### src/sv/stsc_pkg.sv
// Package: token kinds, error codes, scan modes, result word type and keyword tables.
`default_nettype none
package stsc_pkg;

  localparam int MAX_NESTING_DEF = 8;
  localparam int OFFSET_BITS_DEF = 16;
  localparam int FIFO_DEPTH      = 4;
  localparam int MAX_RES         = 3;
  localparam int WORD_DEPTH      = 9;
  localparam int NUM_KW          = 17;

  localparam logic [3:0] M_IDLE    = 4'd0;
  localparam logic [3:0] M_IDENT   = 4'd1;
  localparam logic [3:0] M_NUMBER  = 4'd2;
  localparam logic [3:0] M_NUMDOT  = 4'd3;
  localparam logic [3:0] M_FRAC    = 4'd4;
  localparam logic [3:0] M_SLASH   = 4'd5;
  localparam logic [3:0] M_OP2     = 4'd6;
  localparam logic [3:0] M_COMMENT = 4'd7;
  localparam logic [3:0] M_STRING  = 4'd8;
  localparam logic [3:0] M_DOLLAR  = 4'd9;

  localparam logic [5:0] K_EOF      = 6'd0;
  localparam logic [5:0] K_ERROR    = 6'd1;
  localparam logic [5:0] K_IDENT    = 6'd2;
  localparam logic [5:0] K_NUMBER   = 6'd3;
  localparam logic [5:0] K_STRING   = 6'd4;
  localparam logic [5:0] K_INTERP   = 6'd5;
  localparam logic [5:0] K_LPAREN   = 6'd6;
  localparam logic [5:0] K_RPAREN   = 6'd7;
  localparam logic [5:0] K_LBRACE   = 6'd8;
  localparam logic [5:0] K_RBRACE   = 6'd9;
  localparam logic [5:0] K_SEMI     = 6'd10;
  localparam logic [5:0] K_COMMA    = 6'd11;
  localparam logic [5:0] K_DOT      = 6'd12;
  localparam logic [5:0] K_MINUS    = 6'd13;
  localparam logic [5:0] K_PLUS     = 6'd15;
  localparam logic [5:0] K_SLASH    = 6'd16;
  localparam logic [5:0] K_STAR     = 6'd17;
  localparam logic [5:0] K_BANG     = 6'd18;
  localparam logic [5:0] K_EQUAL    = 6'd20;
  localparam logic [5:0] K_LESS     = 6'd22;
  localparam logic [5:0] K_GREATER  = 6'd24;
  localparam logic [5:0] K_KEYWORD0 = 6'd26;

  localparam logic [2:0] E_NONE     = 3'd0;
  localparam logic [2:0] E_CHAR     = 3'd1;
  localparam logic [2:0] E_UNTERM   = 3'd2;
  localparam logic [2:0] E_DEEP     = 3'd3;
  localparam logic [2:0] E_NO_PAREN = 3'd4;

  typedef struct packed {
    logic [5:0]  kind;
    logic [2:0]  err;
    logic [15:0] start;
    logic [15:0] len;
    logic [15:0] line;
    logic        last;
  } token_t;

  function automatic logic letter_char(input logic [7:0] c);
    return (c >= "a" && c <= "z") || (c >= "A" && c <= "Z") || c == "_";
  endfunction

  function automatic logic decimal_char(input logic [7:0] c);
    return c >= "0" && c <= "9";
  endfunction

  // Keyword text, first character in the top byte, zero padded.
  function automatic logic [63:0] kw_text(input logic [4:0] i);
    logic [63:0] t;
    unique case (i)
      5'd0:  t = {"and", 40'd0};
      5'd1:  t = {"class", 24'd0};
      5'd2:  t = {"else", 32'd0};
      5'd3:  t = {"false", 24'd0};
      5'd4:  t = {"for", 40'd0};
      5'd5:  t = "function";
      5'd6:  t = {"if", 48'd0};
      5'd7:  t = {"nil", 40'd0};
      5'd8:  t = {"or", 48'd0};
      5'd9:  t = {"print", 24'd0};
      5'd10: t = {"return", 16'd0};
      5'd11: t = {"super", 24'd0};
      5'd12: t = {"this", 32'd0};
      5'd13: t = {"true", 32'd0};
      5'd14: t = {"var", 40'd0};
      5'd15: t = {"while", 24'd0};
      5'd16: t = {"when", 32'd0};
      default: t = 64'd0;
    endcase
    return t;
  endfunction

  function automatic logic [3:0] kw_len(input logic [4:0] i);
    logic [3:0] l;
    unique case (i)
      5'd0, 5'd4, 5'd7, 5'd14:                   l = 4'd3;
      5'd1, 5'd3, 5'd9, 5'd11, 5'd15:            l = 4'd5;
      5'd2, 5'd12, 5'd13, 5'd16:                 l = 4'd4;
      5'd5:                                      l = 4'd8;
      5'd6, 5'd8:                                l = 4'd2;
      5'd10:                                     l = 4'd6;
      default:                                   l = 4'd0;
    endcase
    return l;
  endfunction

  function automatic logic [15:0] sat16_add(input logic [15:0] a, input logic [1:0] k);
    logic [16:0] s;
    s = {1'b0, a} + {15'd0, k};
    return s[16] ? 16'hFFFF : s[15:0];
  endfunction

endpackage
`default_nettype wire

### src/sv/stsc_if.sv
// Channel interfaces: source byte input and token result output.
`default_nettype none
interface stsc_in_if;
  logic       valid;
  logic       ready;
  logic [7:0] source_byte;
  modport source (output valid, output source_byte, input ready);
  modport sink (input valid, input source_byte, output ready);
endinterface

interface stsc_out_if;
  logic        valid;
  logic        ready;
  logic [5:0]  token_kind;
  logic [2:0]  error_code;
  logic [15:0] token_start;
  logic [15:0] token_length;
  logic [15:0] token_line;
  logic        last_of_run;
  modport source (output valid, output token_kind, output error_code, output token_start,
                  output token_length, output token_line, output last_of_run, input ready);
  modport sink (input valid, input token_kind, input error_code, input token_start,
                input token_length, input token_line, input last_of_run, output ready);
endinterface
`default_nettype wire

### src/sv/source_token_scanner_unit.sv
// Top level: input byte register, scanner core and result queue.
//
//   channel   dir   payload
//   in_ch     in    source_byte
//   out_ch    out   token_kind, error_code, token_start, token_length, token_line,
//                   last_of_run
//
// One source byte is taken per cycle while the queue has room. Each byte yields zero to
// three tokens, which leave through a four-word queue at one word per cycle while the
// receiver is ready, so sustained rate is one byte per cycle unless the tokens outnumber
// the bytes or the receiver stalls. A byte waits in the input register while the queue
// lacks room for its tokens. Reset is synchronous and clears all control state.
`default_nettype none
module source_token_scanner_unit #(
  parameter int MAX_NESTING = stsc_pkg::MAX_NESTING_DEF,
  parameter int OFFSET_BITS = stsc_pkg::OFFSET_BITS_DEF
) (
  input  wire logic   clk,
  input  wire logic   rst_n,
  stsc_in_if.sink     in_ch,
  stsc_out_if.source  out_ch
);
  import stsc_pkg::*;

  logic [7:0] byte_r;
  logic       full_r;
  logic       fire;
  logic       room;
  logic [1:0] num;
  token_t     res [MAX_RES];

  assign fire = full_r && room;
  assign in_ch.ready = !full_r || fire;

  always_ff @(posedge clk) begin
    if (!rst_n) begin
      full_r <= 1'b0;
    end else if (in_ch.valid && in_ch.ready) begin
      full_r <= 1'b1;
    end else if (fire) begin
      full_r <= 1'b0;
    end
  end

  always_ff @(posedge clk) begin
    if (in_ch.valid && in_ch.ready) byte_r <= in_ch.source_byte;
  end

  stsc_core #(
    .MAX_NESTING (MAX_NESTING),
    .OFFSET_BITS (OFFSET_BITS)
  ) u_core (
    .clk    (clk),
    .rst_n  (rst_n),
    .byte_i (byte_r),
    .fire_i (fire),
    .res_o  (res),
    .num_o  (num)
  );

  stsc_out_fifo u_fifo (
    .clk    (clk),
    .rst_n  (rst_n),
    .res_i  (res),
    .num_i  (num),
    .push_i (fire),
    .room_o (room),
    .out_ch (out_ch)
  );

endmodule
`default_nettype wire

### src/sv/stsc_core.sv
// Scanner state and the per-byte step that yields up to three tokens.
`default_nettype none
module stsc_core #(
  parameter int MAX_NESTING = stsc_pkg::MAX_NESTING_DEF,
  parameter int OFFSET_BITS = stsc_pkg::OFFSET_BITS_DEF
) (
  input  wire logic            clk,
  input  wire logic            rst_n,
  input  wire logic [7:0]      byte_i,
  input  wire logic            fire_i,
  output stsc_pkg::token_t     res_o [stsc_pkg::MAX_RES],
  output logic [1:0]           num_o
);
  import stsc_pkg::*;

  localparam int IDXW = (MAX_NESTING > 1) ? $clog2(MAX_NESTING) : 1;
  localparam logic [OFFSET_BITS-1:0] OFF_MAX = {OFFSET_BITS{1'b1}};
  localparam logic [3:0] MAXN = 4'(MAX_NESTING);

  logic [3:0]             mode_r, mode_nxt;
  logic [OFFSET_BITS-1:0] off_r, off_nxt;
  logic [15:0]            line_r, line_nxt;
  logic [OFFSET_BITS-1:0] beg_r, beg_nxt;
  logic [7:0]             pend_r, pend_nxt;
  logic [7:0]             wbuf_r [WORD_DEPTH];
  logic [7:0]             wbuf_nxt [WORD_DEPTH];
  logic [15:0]            wlen_r, wlen_nxt;
  logic [7:0]             pc_r [MAX_NESTING];
  logic [7:0]             pc_nxt [MAX_NESTING];
  logic [3:0]             depth_r, depth_nxt;

  logic [5:0]  ident_kind;
  logic [63:0] key;

  function automatic logic [OFFSET_BITS-1:0] sat_off(input logic [OFFSET_BITS-1:0] a,
                                                     input logic [15:0] b);
    logic [OFFSET_BITS+16:0] s;
    s = {17'd0, a} + {{(OFFSET_BITS+1){1'b0}}, b};
    if (a == OFF_MAX || s > {17'd0, OFF_MAX}) return OFF_MAX;
    return s[OFFSET_BITS-1:0];
  endfunction

  function automatic token_t mk(input logic [5:0] k, input logic [2:0] e,
                                input logic [OFFSET_BITS-1:0] st, input logic [15:0] l,
                                input logic [15:0] ln);
    token_t t;
    logic [31:0] st32;
    st32 = 32'(st);
    t.kind = k;
    t.err = e;
    t.start = st32[15:0];
    t.len = l;
    t.line = ln;
    t.last = 1'b0;
    return t;
  endfunction

  // Keyword match on the buffered first bytes of an identifier.
  always_comb begin
    key = 64'd0;
    for (int i = 0; i < 8; i++) begin
      if (16'(i) < wlen_r) key[63-8*i -: 8] = wbuf_r[i];
    end
    ident_kind = K_IDENT;
    if (wlen_r <= 16'd8) begin
      for (int k = NUM_KW - 1; k >= 0; k--) begin
        if ({12'd0, kw_len(5'(k))} == wlen_r && kw_text(5'(k)) == key)
          ident_kind = K_KEYWORD0 + 6'(k);
      end
    end
  end

  always_comb begin
    logic       go_idle;
    logic       eof;
    logic [1:0] n;
    logic [7:0] c;
    logic [7:0] want;
    logic [5:0] base;
    logic [5:0] single;
    logic [7:0] pv;
    mode_nxt = mode_r;
    off_nxt = off_r;
    line_nxt = line_r;
    beg_nxt = beg_r;
    pend_nxt = pend_r;
    wbuf_nxt = wbuf_r;
    wlen_nxt = wlen_r;
    pc_nxt = pc_r;
    depth_nxt = depth_r;
    go_idle = 1'b0;
    eof = 1'b0;
    n = 2'd0;
    c = byte_i;
    single = K_EOF;
    pv = 8'd0;
    for (int i = 0; i < MAX_RES; i++) res_o[i] = '0;

    unique case (pend_r)
      "!":     base = K_BANG;
      "=":     base = K_EQUAL;
      "<":     base = K_LESS;
      ">":     base = K_GREATER;
      default: base = K_MINUS;
    endcase
    want = (pend_r == "-") ? 8'(">") : 8'("=");

    unique case (mode_r)
      M_IDENT: begin
        if (letter_char(c) || decimal_char(c)) begin
          if (wlen_r < 16'(WORD_DEPTH)) wbuf_nxt[wlen_r[3:0]] = c;
          wlen_nxt = sat16_add(wlen_r, 2'd1);
        end else begin
          res_o[n] = mk(ident_kind, E_NONE, beg_r, wlen_r, line_nxt); n = n + 2'd1;
          go_idle = 1'b1;
        end
      end
      M_NUMBER, M_FRAC: begin
        if (decimal_char(c)) begin
          wlen_nxt = sat16_add(wlen_r, 2'd1);
        end else if (c == "." && mode_r == M_NUMBER) begin
          mode_nxt = M_NUMDOT;
        end else begin
          res_o[n] = mk(K_NUMBER, E_NONE, beg_r, wlen_r, line_nxt); n = n + 2'd1;
          go_idle = 1'b1;
        end
      end
      M_NUMDOT: begin
        if (decimal_char(c)) begin
          wlen_nxt = sat16_add(wlen_r, 2'd2);
          mode_nxt = M_FRAC;
        end else begin
          res_o[n] = mk(K_NUMBER, E_NONE, beg_r, wlen_r, line_nxt); n = n + 2'd1;
          res_o[n] = mk(K_DOT, E_NONE, sat_off(beg_r, wlen_r), 16'd1, line_nxt);
          n = n + 2'd1;
          go_idle = 1'b1;
        end
      end
      M_SLASH: begin
        if (c == "/") begin
          mode_nxt = M_COMMENT;
        end else begin
          res_o[n] = mk(K_SLASH, E_NONE, beg_r, 16'd1, line_nxt); n = n + 2'd1;
          go_idle = 1'b1;
        end
      end
      M_OP2: begin
        if (c == want) begin
          res_o[n] = mk(base + 6'd1, E_NONE, beg_r, 16'd2, line_nxt); n = n + 2'd1;
          mode_nxt = M_IDLE;
        end else begin
          res_o[n] = mk(base, E_NONE, beg_r, 16'd1, line_nxt); n = n + 2'd1;
          go_idle = 1'b1;
        end
      end
      M_COMMENT: begin
        if (c == "\n") begin
          if (line_nxt != 16'hFFFF) line_nxt = line_nxt + 16'd1;
          mode_nxt = M_IDLE;
        end else if (c == 8'd0) begin
          go_idle = 1'b1;
        end
      end
      M_STRING: begin
        if (c == 8'd0) begin
          res_o[n] = mk(K_ERROR, E_UNTERM, beg_r, wlen_r, line_nxt); n = n + 2'd1;
          go_idle = 1'b1;
        end else begin
          wlen_nxt = sat16_add(wlen_r, 2'd1);
          if (c == "\"") begin
            res_o[n] = mk(K_STRING, E_NONE, beg_r, wlen_nxt, line_nxt); n = n + 2'd1;
            mode_nxt = M_IDLE;
          end else if (c == "\n") begin
            if (line_nxt != 16'hFFFF) line_nxt = line_nxt + 16'd1;
          end else if (c == "$") begin
            if (depth_r >= MAXN) begin
              res_o[n] = mk(K_ERROR, E_DEEP, beg_r, wlen_nxt, line_nxt); n = n + 2'd1;
              mode_nxt = M_IDLE;
            end else begin
              mode_nxt = M_DOLLAR;
            end
          end
        end
      end
      M_DOLLAR: begin
        if (c == 8'd0) begin
          res_o[n] = mk(K_ERROR, E_NO_PAREN, beg_r, wlen_r, line_nxt); n = n + 2'd1;
          go_idle = 1'b1;
        end else begin
          wlen_nxt = sat16_add(wlen_r, 2'd1);
          if (c == "(" && depth_r < MAXN) begin
            pc_nxt[IDXW'(depth_r)] = 8'd1;
            depth_nxt = depth_r + 4'd1;
            res_o[n] = mk(K_INTERP, E_NONE, beg_r, wlen_nxt, line_nxt); n = n + 2'd1;
          end else begin
            if (c == "\n" && line_nxt != 16'hFFFF) line_nxt = line_nxt + 16'd1;
            res_o[n] = mk(K_ERROR, (c == "(") ? E_DEEP : E_NO_PAREN, beg_r, wlen_nxt,
                          line_nxt);
            n = n + 2'd1;
          end
          mode_nxt = M_IDLE;
        end
      end
      default: go_idle = 1'b1;
    endcase

    // Handling of the byte as the start of a new token.
    if (go_idle) begin
      mode_nxt = M_IDLE;
      if (c == 8'd0) begin
        res_o[n] = mk(K_EOF, E_NONE, off_r, 16'd0, line_nxt); n = n + 2'd1;
        eof = 1'b1;
      end else if (c == " " || c == "\r" || c == "\t") begin
        single = K_EOF;
      end else if (c == "\n") begin
        if (line_nxt != 16'hFFFF) line_nxt = line_nxt + 16'd1;
      end else begin
        beg_nxt = off_r;
        wlen_nxt = 16'd1;
        if (letter_char(c)) begin
          wbuf_nxt[0] = c;
          mode_nxt = M_IDENT;
        end else if (decimal_char(c)) begin
          mode_nxt = M_NUMBER;
        end else begin
          unique case (c)
            "(": begin
              if (depth_r > 4'd0 && depth_r <= MAXN &&
                  pc_r[IDXW'(depth_r - 4'd1)] != 8'hFF)
                pc_nxt[IDXW'(depth_r - 4'd1)] = pc_r[IDXW'(depth_r - 4'd1)] + 8'd1;
              single = K_LPAREN;
            end
            ")": begin
              single = K_RPAREN;
              if (depth_r > 4'd0 && depth_r <= MAXN) begin
                pv = pc_r[IDXW'(depth_r - 4'd1)] - 8'd1;
                pc_nxt[IDXW'(depth_r - 4'd1)] = pv;
                // Closing the interpolation resumes the string at this paren.
                if (pv == 8'd0) begin
                  depth_nxt = depth_r - 4'd1;
                  mode_nxt = M_STRING;
                  single = K_EOF;
                end
              end
            end
            "{": single = K_LBRACE;
            "}": single = K_RBRACE;
            ";": single = K_SEMI;
            ",": single = K_COMMA;
            ".": single = K_DOT;
            "+": single = K_PLUS;
            "*": single = K_STAR;
            "-", "!", "=", "<", ">": begin
              pend_nxt = c;
              mode_nxt = M_OP2;
            end
            "/": mode_nxt = M_SLASH;
            "\"": mode_nxt = M_STRING;
            default: begin
              res_o[n] = mk(K_ERROR, E_CHAR, off_r, 16'd1, line_nxt); n = n + 2'd1;
            end
          endcase
          if (single != K_EOF) begin
            res_o[n] = mk(single, E_NONE, off_r, 16'd1, line_nxt); n = n + 2'd1;
          end
        end
      end
    end

    if (eof) begin
      mode_nxt = M_IDLE;
      off_nxt = '0;
      line_nxt = 16'd1;
      beg_nxt = '0;
      pend_nxt = 8'd0;
      wlen_nxt = 16'd0;
      depth_nxt = 4'd0;
    end else begin
      off_nxt = sat_off(off_r, 16'd1);
    end
    if (n != 2'd0) res_o[n - 2'd1].last = 1'b1;
    num_o = n;
  end

  always_ff @(posedge clk) begin
    if (!rst_n) begin
      mode_r <= M_IDLE;
      off_r <= '0;
      line_r <= 16'd1;
      beg_r <= '0;
      pend_r <= 8'd0;
      wlen_r <= 16'd0;
      depth_r <= 4'd0;
    end else if (fire_i) begin
      mode_r <= mode_nxt;
      off_r <= off_nxt;
      line_r <= line_nxt;
      beg_r <= beg_nxt;
      pend_r <= pend_nxt;
      wlen_r <= wlen_nxt;
      depth_r <= depth_nxt;
    end
  end

  always_ff @(posedge clk) begin
    if (fire_i) begin
      wbuf_r <= wbuf_nxt;
      pc_r <= pc_nxt;
    end
  end

endmodule
`default_nettype wire

### src/sv/stsc_out_fifo.sv
// Result queue that takes up to three tokens a cycle and hands out one.
`default_nettype none
module stsc_out_fifo (
  input  wire logic             clk,
  input  wire logic             rst_n,
  input  wire stsc_pkg::token_t res_i [stsc_pkg::MAX_RES],
  input  wire logic [1:0]       num_i,
  input  wire logic             push_i,
  output logic                  room_o,
  stsc_out_if.source            out_ch
);
  import stsc_pkg::*;

  localparam int PW = $clog2(FIFO_DEPTH);

  token_t         mem_r [FIFO_DEPTH];
  logic [PW-1:0]  wr_r, rd_r;
  logic [PW:0]    cnt_r, cnt_nxt;
  logic           pop;
  logic [PW:0]    add;

  assign pop = out_ch.valid && out_ch.ready;
  assign add = push_i ? (PW+1)'(num_i) : '0;
  // Room is judged against this cycle's pop so the queue can stream.
  assign room_o = (cnt_r + (PW+1)'(num_i)) <= ((PW+1)'(FIFO_DEPTH) + {{PW{1'b0}}, pop});
  assign cnt_nxt = cnt_r + add - {{PW{1'b0}}, pop};

  assign out_ch.valid        = cnt_r != '0;
  assign out_ch.token_kind   = mem_r[rd_r].kind;
  assign out_ch.error_code   = mem_r[rd_r].err;
  assign out_ch.token_start  = mem_r[rd_r].start;
  assign out_ch.token_length = mem_r[rd_r].len;
  assign out_ch.token_line   = mem_r[rd_r].line;
  assign out_ch.last_of_run  = mem_r[rd_r].last;

  always_ff @(posedge clk) begin
    if (!rst_n) begin
      wr_r <= '0;
      rd_r <= '0;
      cnt_r <= '0;
    end else begin
      if (push_i) wr_r <= wr_r + PW'(num_i);
      if (pop) rd_r <= rd_r + PW'(1);
      cnt_r <= cnt_nxt;
    end
  end

  always_ff @(posedge clk) begin
    for (int i = 0; i < MAX_RES; i++) begin
      if (push_i && 2'(i) < num_i) mem_r[wr_r + PW'(i)] <= res_i[i];
    end
  end

endmodule
`default_nettype wire

### src/flat_wrapper.sv
// flat-port wrapper written by rule: the top's interface ports become plain ports
module source_token_scanner_unit_flat import stsc_pkg::*;
#(
  parameter int MAX_NESTING = stsc_pkg::MAX_NESTING_DEF,
  parameter int OFFSET_BITS = stsc_pkg::OFFSET_BITS_DEF
)
  (clk, rst_n, in_ch_valid, in_ch_source_byte, in_ch_ready, out_ch_valid, out_ch_token_kind, out_ch_error_code, out_ch_token_start, out_ch_token_length, out_ch_token_line, out_ch_last_of_run, out_ch_ready);
  stsc_in_if in_ch_i ();
  stsc_out_if out_ch_i ();
  input  wire logic clk;
  input  wire logic rst_n;
  input wire logic [$bits(in_ch_i.valid)-1:0] in_ch_valid;
  input wire logic [$bits(in_ch_i.source_byte)-1:0] in_ch_source_byte;
  output wire logic [$bits(in_ch_i.ready)-1:0] in_ch_ready;
  output wire logic [$bits(out_ch_i.valid)-1:0] out_ch_valid;
  output wire logic [$bits(out_ch_i.token_kind)-1:0] out_ch_token_kind;
  output wire logic [$bits(out_ch_i.error_code)-1:0] out_ch_error_code;
  output wire logic [$bits(out_ch_i.token_start)-1:0] out_ch_token_start;
  output wire logic [$bits(out_ch_i.token_length)-1:0] out_ch_token_length;
  output wire logic [$bits(out_ch_i.token_line)-1:0] out_ch_token_line;
  output wire logic [$bits(out_ch_i.last_of_run)-1:0] out_ch_last_of_run;
  input wire logic [$bits(out_ch_i.ready)-1:0] out_ch_ready;
  assign in_ch_i.valid = in_ch_valid;
  assign in_ch_i.source_byte = in_ch_source_byte;
  assign in_ch_ready = in_ch_i.ready;
  assign out_ch_valid = out_ch_i.valid;
  assign out_ch_token_kind = out_ch_i.token_kind;
  assign out_ch_error_code = out_ch_i.error_code;
  assign out_ch_token_start = out_ch_i.token_start;
  assign out_ch_token_length = out_ch_i.token_length;
  assign out_ch_token_line = out_ch_i.token_line;
  assign out_ch_last_of_run = out_ch_i.last_of_run;
  assign out_ch_i.ready = out_ch_ready;
  source_token_scanner_unit #(.MAX_NESTING(MAX_NESTING), .OFFSET_BITS(OFFSET_BITS)) u_core (.clk(clk), .rst_n(rst_n), .in_ch(in_ch_i), .out_ch(out_ch_i));
endmodule
### config.mk
export PLATFORM = sky130hd
export DESIGN_NAME = source_token_scanner_unit_flat
export DESIGN_NICKNAME = d
export VERILOG_FILES = /design/src/sv/stsc_pkg.sv /design/src/sv/stsc_if.sv /design/src/sv/source_token_scanner_unit.sv /design/src/sv/stsc_core.sv /design/src/sv/stsc_out_fifo.sv /design/src/flat_wrapper.sv
export SDC_FILE = /design/constraint.sdc
export NUM_CORES = 1
export LEC_CHECK = 0
export BUFFER_PORTS_ARGS = -buffer_cell sky130_fd_sc_hd__buf_2
export CORE_UTILIZATION = 40
export CTS_CLUSTER_SIZE = 30
export DETAILED_ROUTE_END_ITERATION = 6
export PLACE_DENSITY = 0.55
export SYNTH_ARGS = -nofsm -noshare
export SYNTH_HDL_FRONTEND = slang
export SYNTH_SLANG_ARGS = --single-unit
### constraint.sdc
create_clock -name clk -period 20.8 [get_ports clk]
set_clock_uncertainty 0.1 [all_clocks]
set_input_delay 0 -clock clk [delete_from_list [all_inputs] [get_ports clk]]
set_output_delay 0 -clock clk [all_outputs]
set_load 0.03 [all_outputs]
==> results of run 1 <==
[power by group]
group	switching, mW	internal (mW)	leakage (nW)
combinational	1.24	0.488	6.11
sequential	0.120	1.29	4.07
clock	0.421	0.593	0.904
[worst max-delay path, stage by stage, from the launching register on]
cell      delay (ps)
dfxtp_1          340
clkinv_1         250
ha_1            1060
inv_2            260
mux4_2           500
mux2i_1          540
nand4b_1         360
or3b_1           510
o221ai_2         370
o311ai_1         220
a21oi_1          570
or2_1            190
buf_4            350
inv_2             70
ha_1             200
fa_1             460
o21ai_0          330
nand2_2          270
inv_4            620
o21ai_0          380
or2_2            410
o31ai_4          120
inv_2            240
nor4_4           250
buf_4            440
nor2_1           370
a221o_1          380
[registers in the layout, indices dropped and copies added (netlist names), named ones only]
signal,flops
u_core.full_r,1
u_core.u_core.depth_r,4
u_core.u_fifo.wr_r,2
u_core.u_core.pc_r,64
u_core.u_core.mode_r,4
u_core.u_core.pend_r,8
u_core.u_core.wlen_r,16
u_core.u_core.wbuf_r,64
u_core.u_fifo.cnt_r,3
u_core.u_fifo.rd_r,2
u_core.u_fifo.mem_r,232
u_core.u_core.beg_r,16
u_core.byte_r,8
u_core.u_core.off_r,16
u_core.u_core.line_r,16
[what timing repair did]
action / CTS / global route
hold endpoints to repair: 71 / 0
hold buffers: 20 / 0
setup buffers: 0 / 0
[metrics by stage]
stage / hold slack (ps) / util / power [mW] / worst slack (ps)
floorplan: -1.13 / - / 2.51 / 6380
global placement: 77.3 / 0.421 / 3.11 / 10710
detailed placement: 78.1 / 0.421 / 3.13 / 10580
CTS: 380 / 0.448 / 4.15 / 10460
global route: 426 / 0.448 / 4.32 / 9510
finish: 391 / 0.448 / 4.15 / 10330
[layout by cell type, fill, tap and decap left out, types with 42 or more instances in the layout]
| cell | netlist | routed |
|---|---|---|
| nand2_1 | 371 | 370 |
| edfxtp_1 | 368 | 368 |
| nor2_1 | 329 | 325 |
| o21ai_0 | 223 | 222 |
| nand3_1 | 194 | 194 |
| a21oi_1 | 184 | 183 |
| o221ai_1 | 113 | 113 |
| nor3_1 | 103 | 102 |
| dfxtp_1 | 90 | 88 |
| buf_4 | 4 | 80 |
| buf_2 | 29 | 71 |
| nand4_1 | 67 | 67 |
| mux4_2 | 62 | 62 |
| inv_1 | 59 | 58 |
| clkbuf_16 | 0 | 54 |
| a31oi_1 | 49 | 49 |
| a22oi_1 | 44 | 44 |
| ha_1 | 43 | 43 |
| xnor2_1 | 42 | 42 |
[final cells by class]
cell class	instances	area, µm²	area share
well taps	978	1220	0.0360
repair buffers	171	1160	0.0340
inverters	67	254	0.00747
multi-input cells	2565	16600	0.489
clock inverters	36	452	0.0133
flip-flops and latches	458	12900	0.378
clock buffers	66	1430	0.0420
[worst paths after layout]
path | start | to | slack [ps]
max | u_core.u_core.depth_r[0]$_SDFFE_PN0N_ | u_core.u_fifo.mem_r[1][43]$_DFFE_PP_ | 10330
min | in_ch_valid | u_core.byte_r[0]$_DFFE_PP_ | 390
max reg2reg | u_core.u_core.depth_r[0]$_SDFFE_PN0N_ | u_core.u_fifo.mem_r[1][43]$_DFFE_PP_ | 10330
min reg2reg | u_core.u_core.pend_r[5]$_SDFFE_PN0P_ | u_core.u_core.pend_r[5]$_SDFFE_PN0P_ | 420
[layer usage]
| layer | track usage | vias to the layer above | wire length, µm | part of all wire |
|---|---|---|---|---|
| met4 | 0.104 | 0 | 4220 | 0.036 |
| met1 | 0.412 | 14100 | 49700 | 0.42 |
| met2 | 0.467 | 1606 | 53400 | 0.45 |
| met5 | 0 | - | 0 | 0 |
| met3 | 0.0479 | 244 | 10600 | 0.090 |
| li1 | - | 12900 | - | - |
[kinds of logic (layout without fill, tap and decap cells)]
group / after synthesis / in the layout / share of synthesized area
fa+ha+maj: 48 / 48 / 0.0202
flops: 458 / 458 / 0.420
buf+inv: 331 / 340 / 0.0425
xor+xnor: 78 / 78 / 0.0228
compound gates: 962 / 962 / 0.216
simple gates: 1367 / 1367 / 0.217
mux: 110 / 110 / 0.0618
==> metrics, run 1 <==
max_cap viols 0; pin count of the biggest net entering global routing 67; WP data arrival 10,740 ps; total congestion overflow 0; R2R depth 26; Total GRT Usage 0.297; first-pass GRT wire length 177,000 µm; DP Area 31,900 µm²; synth unique cells between 100 and 150; critical path class flip-flop to flip-flop; Gate Count Post-Synth 3,354; Synth area leaders edfxtp_1, dfxtp_1, mux4_2, nand2_1, nor2_1; Die H 279 µm; routed length per instance 27.2 µm; Clock Pin Slew Worst Setup and Hold Paths approximately 60 ps; failing checks DRC; starting density of the core 0.404; Final Max Slew Viols 0; Rel. slew slack 0.206; vias after detailed routing 28,800; Detail Route Antenna Nets 0; Syn Std Cell Area ~30,000 µm²; post-route minimum period 10,470 ps; antenna cells 0; vias in the first global route 27,200; Max VDD drop 0.0769 mV; Setup TNS 0 ps; DIE WIDTH roughly 280 µm; hold depth 5; placed instance count between 4,000 and 5,000; Num CTS Buffers 54; initial DRC count 3,363; HPWL after DPL ~82,000 µm; vias per cell 6.64; Final Cycle Share 0.503; status finished with violations; layout cells sized above 1 0.114; I/O pin count about 70; Root Buffer clkbuf_16; sequential element share of the synthesized area 0.420; number of synthesized register bits 458; Pwr per Cell Area approximately 120 nW/µm²; fraction of registers with async set/reset 0; Worst-Skew Late Latency 640 ps; Hold Path Class primary input to flip-flop; H-Tree Depth 2; leading area contributor after synthesis edfxtp_1; average cell area after synthesis roughly 9 µm²; CP endpoint kind flip-flop; Std-Cell Rows slightly above 100; Startpoint Class flip-flop; Net Count, Synth between 3,000 and 4,000; ys flop type edfxtp_1; Synth top area share 0.361; Buffers on Ports 71; Pleak 11.1 nW; EDFF count, synth 368; crit-path max FO 56; fill count about 7,300; most common cell in the netlist nand2_1; drt drc 1; DRT Pass-1 Iters 7; fmax 95.5 MHz; CTS sink cnt 458; top cells by count, synth nand2_1, edfxtp_1, nor2_1; CTS tree built; core area 75,800 µm²; post-CTS sizing 0; Hold Vio Cnt, Final 0; total wire length 118,000 µm; pin slew with the least headroom to its limit 1190 ps; antenna violations before repair 1; Worst Path Required 21,070 ps; final setup vio count 0; P&R area growth vs syn 11.0%; unrepaired setup endpoints after global routing false; Finished Cell Area 34,000 µm²; Clock Tree Buf Depth 3; Yosys warning total 0; die area 77,700 µm²; non-filler instance count after layout 4,341; GPL Wtd Cong 0.976; final net count 3,375
(Power assumes the default switching activity.)
==> run 2: changes to the inputs <==
--- a/config.mk
+++ b/config.mk
@@ -5,11 +5,12 @@
 export SDC_FILE = /design/constraint.sdc
 export NUM_CORES = 1
 export LEC_CHECK = 0
+export ABC_AREA = 1
 export BUFFER_PORTS_ARGS = -buffer_cell sky130_fd_sc_hd__buf_2
 export CORE_UTILIZATION = 40
 export CTS_CLUSTER_SIZE = 30
 export DETAILED_ROUTE_END_ITERATION = 6
-export PLACE_DENSITY = 0.55
+export PLACE_DENSITY = 0.57
 export SYNTH_ARGS = -nofsm -noshare
 export SYNTH_HDL_FRONTEND = slang
 export SYNTH_SLANG_ARGS = --single-unit
==> constraint.sdc (replaced) <==
create_clock -name clk -period 9.55 [get_ports clk]
set_clock_uncertainty 0.1 [all_clocks]
set_input_delay 0 -clock clk [delete_from_list [all_inputs] [get_ports clk]]
set_output_delay 0 -clock clk [all_outputs]
set_load 0.03 [all_outputs]
==> run 2 against run 1 <==
  * The run now ends clean
  * Total power rose to 2.9 times the previous value
  * Final cell count is 51% higher
  * Routed wire length rose by 22%
  * Utilization fell by 0.53 points
  * Die area increased by 16%
  * Sequential power is 130% higher
  * Clock-buffer cell count is 2 higher
  * Clock power is 120% higher
  * Worst setup slack got worse by 8600 ps
  * Critical path type unchanged
  * Critical endpoint is now u_core.u_fifo.mem_r[3][2]$_DFFE_PP_
==> metrics, run 2 <==
core area 87,400 µm² (+15%); setup ws final 1720 ps (-8610 ps); Max VDD drop 0.174 mV (+130%); CP endpoint kind flip-flop; Pwr per Cell Area 312 nW/µm² (+160%); Worst Path Required 9970 ps (-11,100 ps); Setup TNS 0 ps (unchanged); WP data arrival 8250 ps (-2490 ps); ys flop type edfxtp_1; average cell area after synthesis 6.56 µm² (-28%); # hold bufs at CTS 20 (unchanged); EDFF count, synth 368 (unchanged); vias per cell 5.79 (-13%); synth unique cells 69 (-32%); final net count 5,403 (+60%); non-filler instance count after layout 6,543 (+51%); CP max stage delay 800 ps (-260 ps); starting density of the core 0.406 (+0.00251); H-Tree Depth 2 (unchanged); WP buf/inv 8 (+1); Finished Cell Area 38,700 µm² (+14%); Buffers on Ports 71 (unchanged); I/O pin count 72 (unchanged); Gate Count Post-Synth 5,415 (+61%); placed instance count 6,421 (+52%); Final Max Slew Viols 0 (unchanged); CP dominant cell by count nand2_1; GPL Wtd Cong 0.985 (+0.97%); hold depth 5 (unchanged); most frequent cells in the layout nand2_1, nor2_1, nand3_1, inv_1, o21ai_0; critical path depth 35 (+35%); Hold Path Class primary input to flip-flop; post-CTS repair timing setup buffer count 0 (unchanged); die area 90,000 µm² (+16%); CP max-delay cell inv_2; DIE WIDTH 300 µm (+7.7%); routed length per instance 22.0 µm (-19%); pin count of the biggest net entering global routing 74 (+10%); first-pass GRT wire length 216,000 µm (+22%); Die H 300 µm (+7.7%); Hold Vio Cnt, Final 0 (unchanged); setup slack, reg-to-reg 1720 ps (-8610 ps); initial DRC count 4,202 (+25%); most common cell in the netlist nand2_1; Num CTS Buffers 55 (+1.9%); max reg flops 232 (unchanged); most common cell after layout, fill and taps aside nand2_1; critical path class flip-flop to flip-flop; Clock Tree Buf Depth 3 (unchanged); Synth area leaders edfxtp_1, nand2_1, nand3_1, nor2_1, o21ai_0; vias in the first global route 34,500 (+27%); CTS tree built; drt drc 0 (-1); timing endpoint of the critical path u_core.u_fifo.mem_r[3][2]$_DFFE_PP_; Rel. slew slack 0.196 (-0.0101); post-CTS sizing 0 (unchanged); Clock Pin Slew Worst Setup and Hold Paths 60 ps (about the same); Syn Std Cell Area 35,500 µm² (+16%); Top Family by Delay on Critical Path simple AND/OR/NAND/NOR gates; pin slew with the least headroom to its limit 1200 ps (+10.3 ps); unrepaired setup endpoints after global routing false; CTS sink cnt 458 (unchanged); Net Count, Synth 5,474 (+60%); Largest regs u_core.u_fifo.mem_r (232), u_core.u_core.pc_r (64), u_core.u_core.wbuf_r (64); vias after detailed routing 37,900 (+32%); Core Util, Final 0.443 (-0.00535); pre-CTS setup slack 1820 ps (-8760 ps); leading area contributor after synthesis edfxtp_1; top cells by count, synth nand2_1, nor2_1, nand3_1; layout cells sized above 1 0.0599 (-0.0542); DP Area 36,700 µm² (+15%); Startpoint Class flip-flop; Reg2Reg Launch Point u_core.u_core.depth_r[1]$_SDFFE_PN0N_; antenna violations before repair 1 (unchanged); most flop-heavy register u_core.u_fifo.mem_r; P&R area growth vs syn 8.95%; crit-path max FO 64 (+14%); antenna cells 0 (unchanged); Final Cycle Share 0.820 (+0.317); Pleak 16.4 nW (+48%); total wire length 144,000 µm (+22%); post-route minimum period 7830 ps (-2640 ps); fmax 128 MHz (+34%); Std-Cell Rows 108 (+6.9%); status finished, final reports clean; max_cap viols 0 (unchanged); Total GRT Usage 0.309 (+0.0127); sequential element share of the synthesized area 0.362 (-0.0580); crit path from u_core.u_core.depth_r[1]$_SDFFE_PN0N_; HPWL after DPL 99,000 µm (+21%); Worst Hold Margin 256 ps (-136 ps); number of synthesized register bits 458 (unchanged); Tot Pwr 12.1 mW (+190%); Detail Route Antenna Nets 0 (unchanged); Yosys warning total 0 (unchanged); R2R depth 35 (+35%); fraction of registers with async set/reset 0 (unchanged); total congestion overflow 0 (unchanged); R2R Path End u_core.u_fifo.mem_r[3][2]$_DFFE_PP_; Root Buffer clkbuf_16; Synth top area share 0.311 (-0.0498); DRT Pass-1 Iters 6 (-1); Worst-Skew Late Latency 660 ps (+20 ps); final setup vio count 0 (unchanged)
==> run 2: tightest hold or removal path, delay by kind of cell <==
kind                   cells  cell delay (ps)
AND/OR/NAND/NOR            1               60
AO/OA/AOI/OAI              1              100
buffers and inverters      3              810
==> run 2: cell families (layout without fill, tap and decap cells) <==
| logic type | after synthesis | after routing | synth area share |
|---|---|---|---|
| AO/OA/AOI/OAI | 973 | 973 | 0.157 |
| flip-flops | 458 | 458 | 0.362 |
| XOR/XNOR | 60 | 60 | 0.0148 |
| adder cells (fa/ha/maj) | 47 | 47 | 0.0172 |
| buffers and inverters | 762 | 735 | 0.0859 |
| AND/OR/NAND/NOR | 3115 | 3115 | 0.363 |
==> run 2: area by class of cell <==
| type | instances | area (µm²) |
|---|---|---|
| multi-input combinational | 4195 | 19700 |
| inverter | 479 | 1800 |
| fill | 9146 | 48700 |
| clock inverter | 33 | 335 |
| timing repair buffer | 155 | 1030 |
| sequential | 458 | 12900 |
| clock buffer | 68 | 1520 |
| tap | 1155 | 1450 |
==> run 2: worst min path at each step <==
stage          slack, ps                              endpoint                  from
3_3_place_gp          80            u_core.byte_r[7]$_DFFE_PP_  in_ch_source_byte[7]
4_1_cts              210    u_core.u_fifo.rd_r[0]$_SDFFE_PN0P_          out_ch_ready
3_5_place_dp          80            u_core.byte_r[5]$_DFFE_PP_  in_ch_source_byte[5]
2_1_floorplan         -1            u_core.byte_r[0]$_DFFE_PP_  in_ch_source_byte[0]
5_1_grt              290  u_core.u_core.line_r[0]$_SDFFE_PN1N_                 rst_n
6_report             260    u_core.u_fifo.rd_r[0]$_SDFFE_PN0P_          out_ch_ready
==> run 2: routing by layer <==
metal  global-route usage  up-vias  part of all wire  wire length, µm
li1                     -    18000                 -                -
met1                0.426    17800              0.43            61600
met2                0.490     1847              0.45            64500
met3               0.0431      336             0.086            12300
met4                0.118        2             0.038             5500
met5                    0        -          0.000090               13
==> run 2: power breakdown <==
group          internal (mW)  leakage [nW]  switching (mW)
registers               2.97          4.13           0.236
logic                   1.59          11.4            5.10
clock network           1.22         0.892           0.957
total                   5.78          16.4            6.30
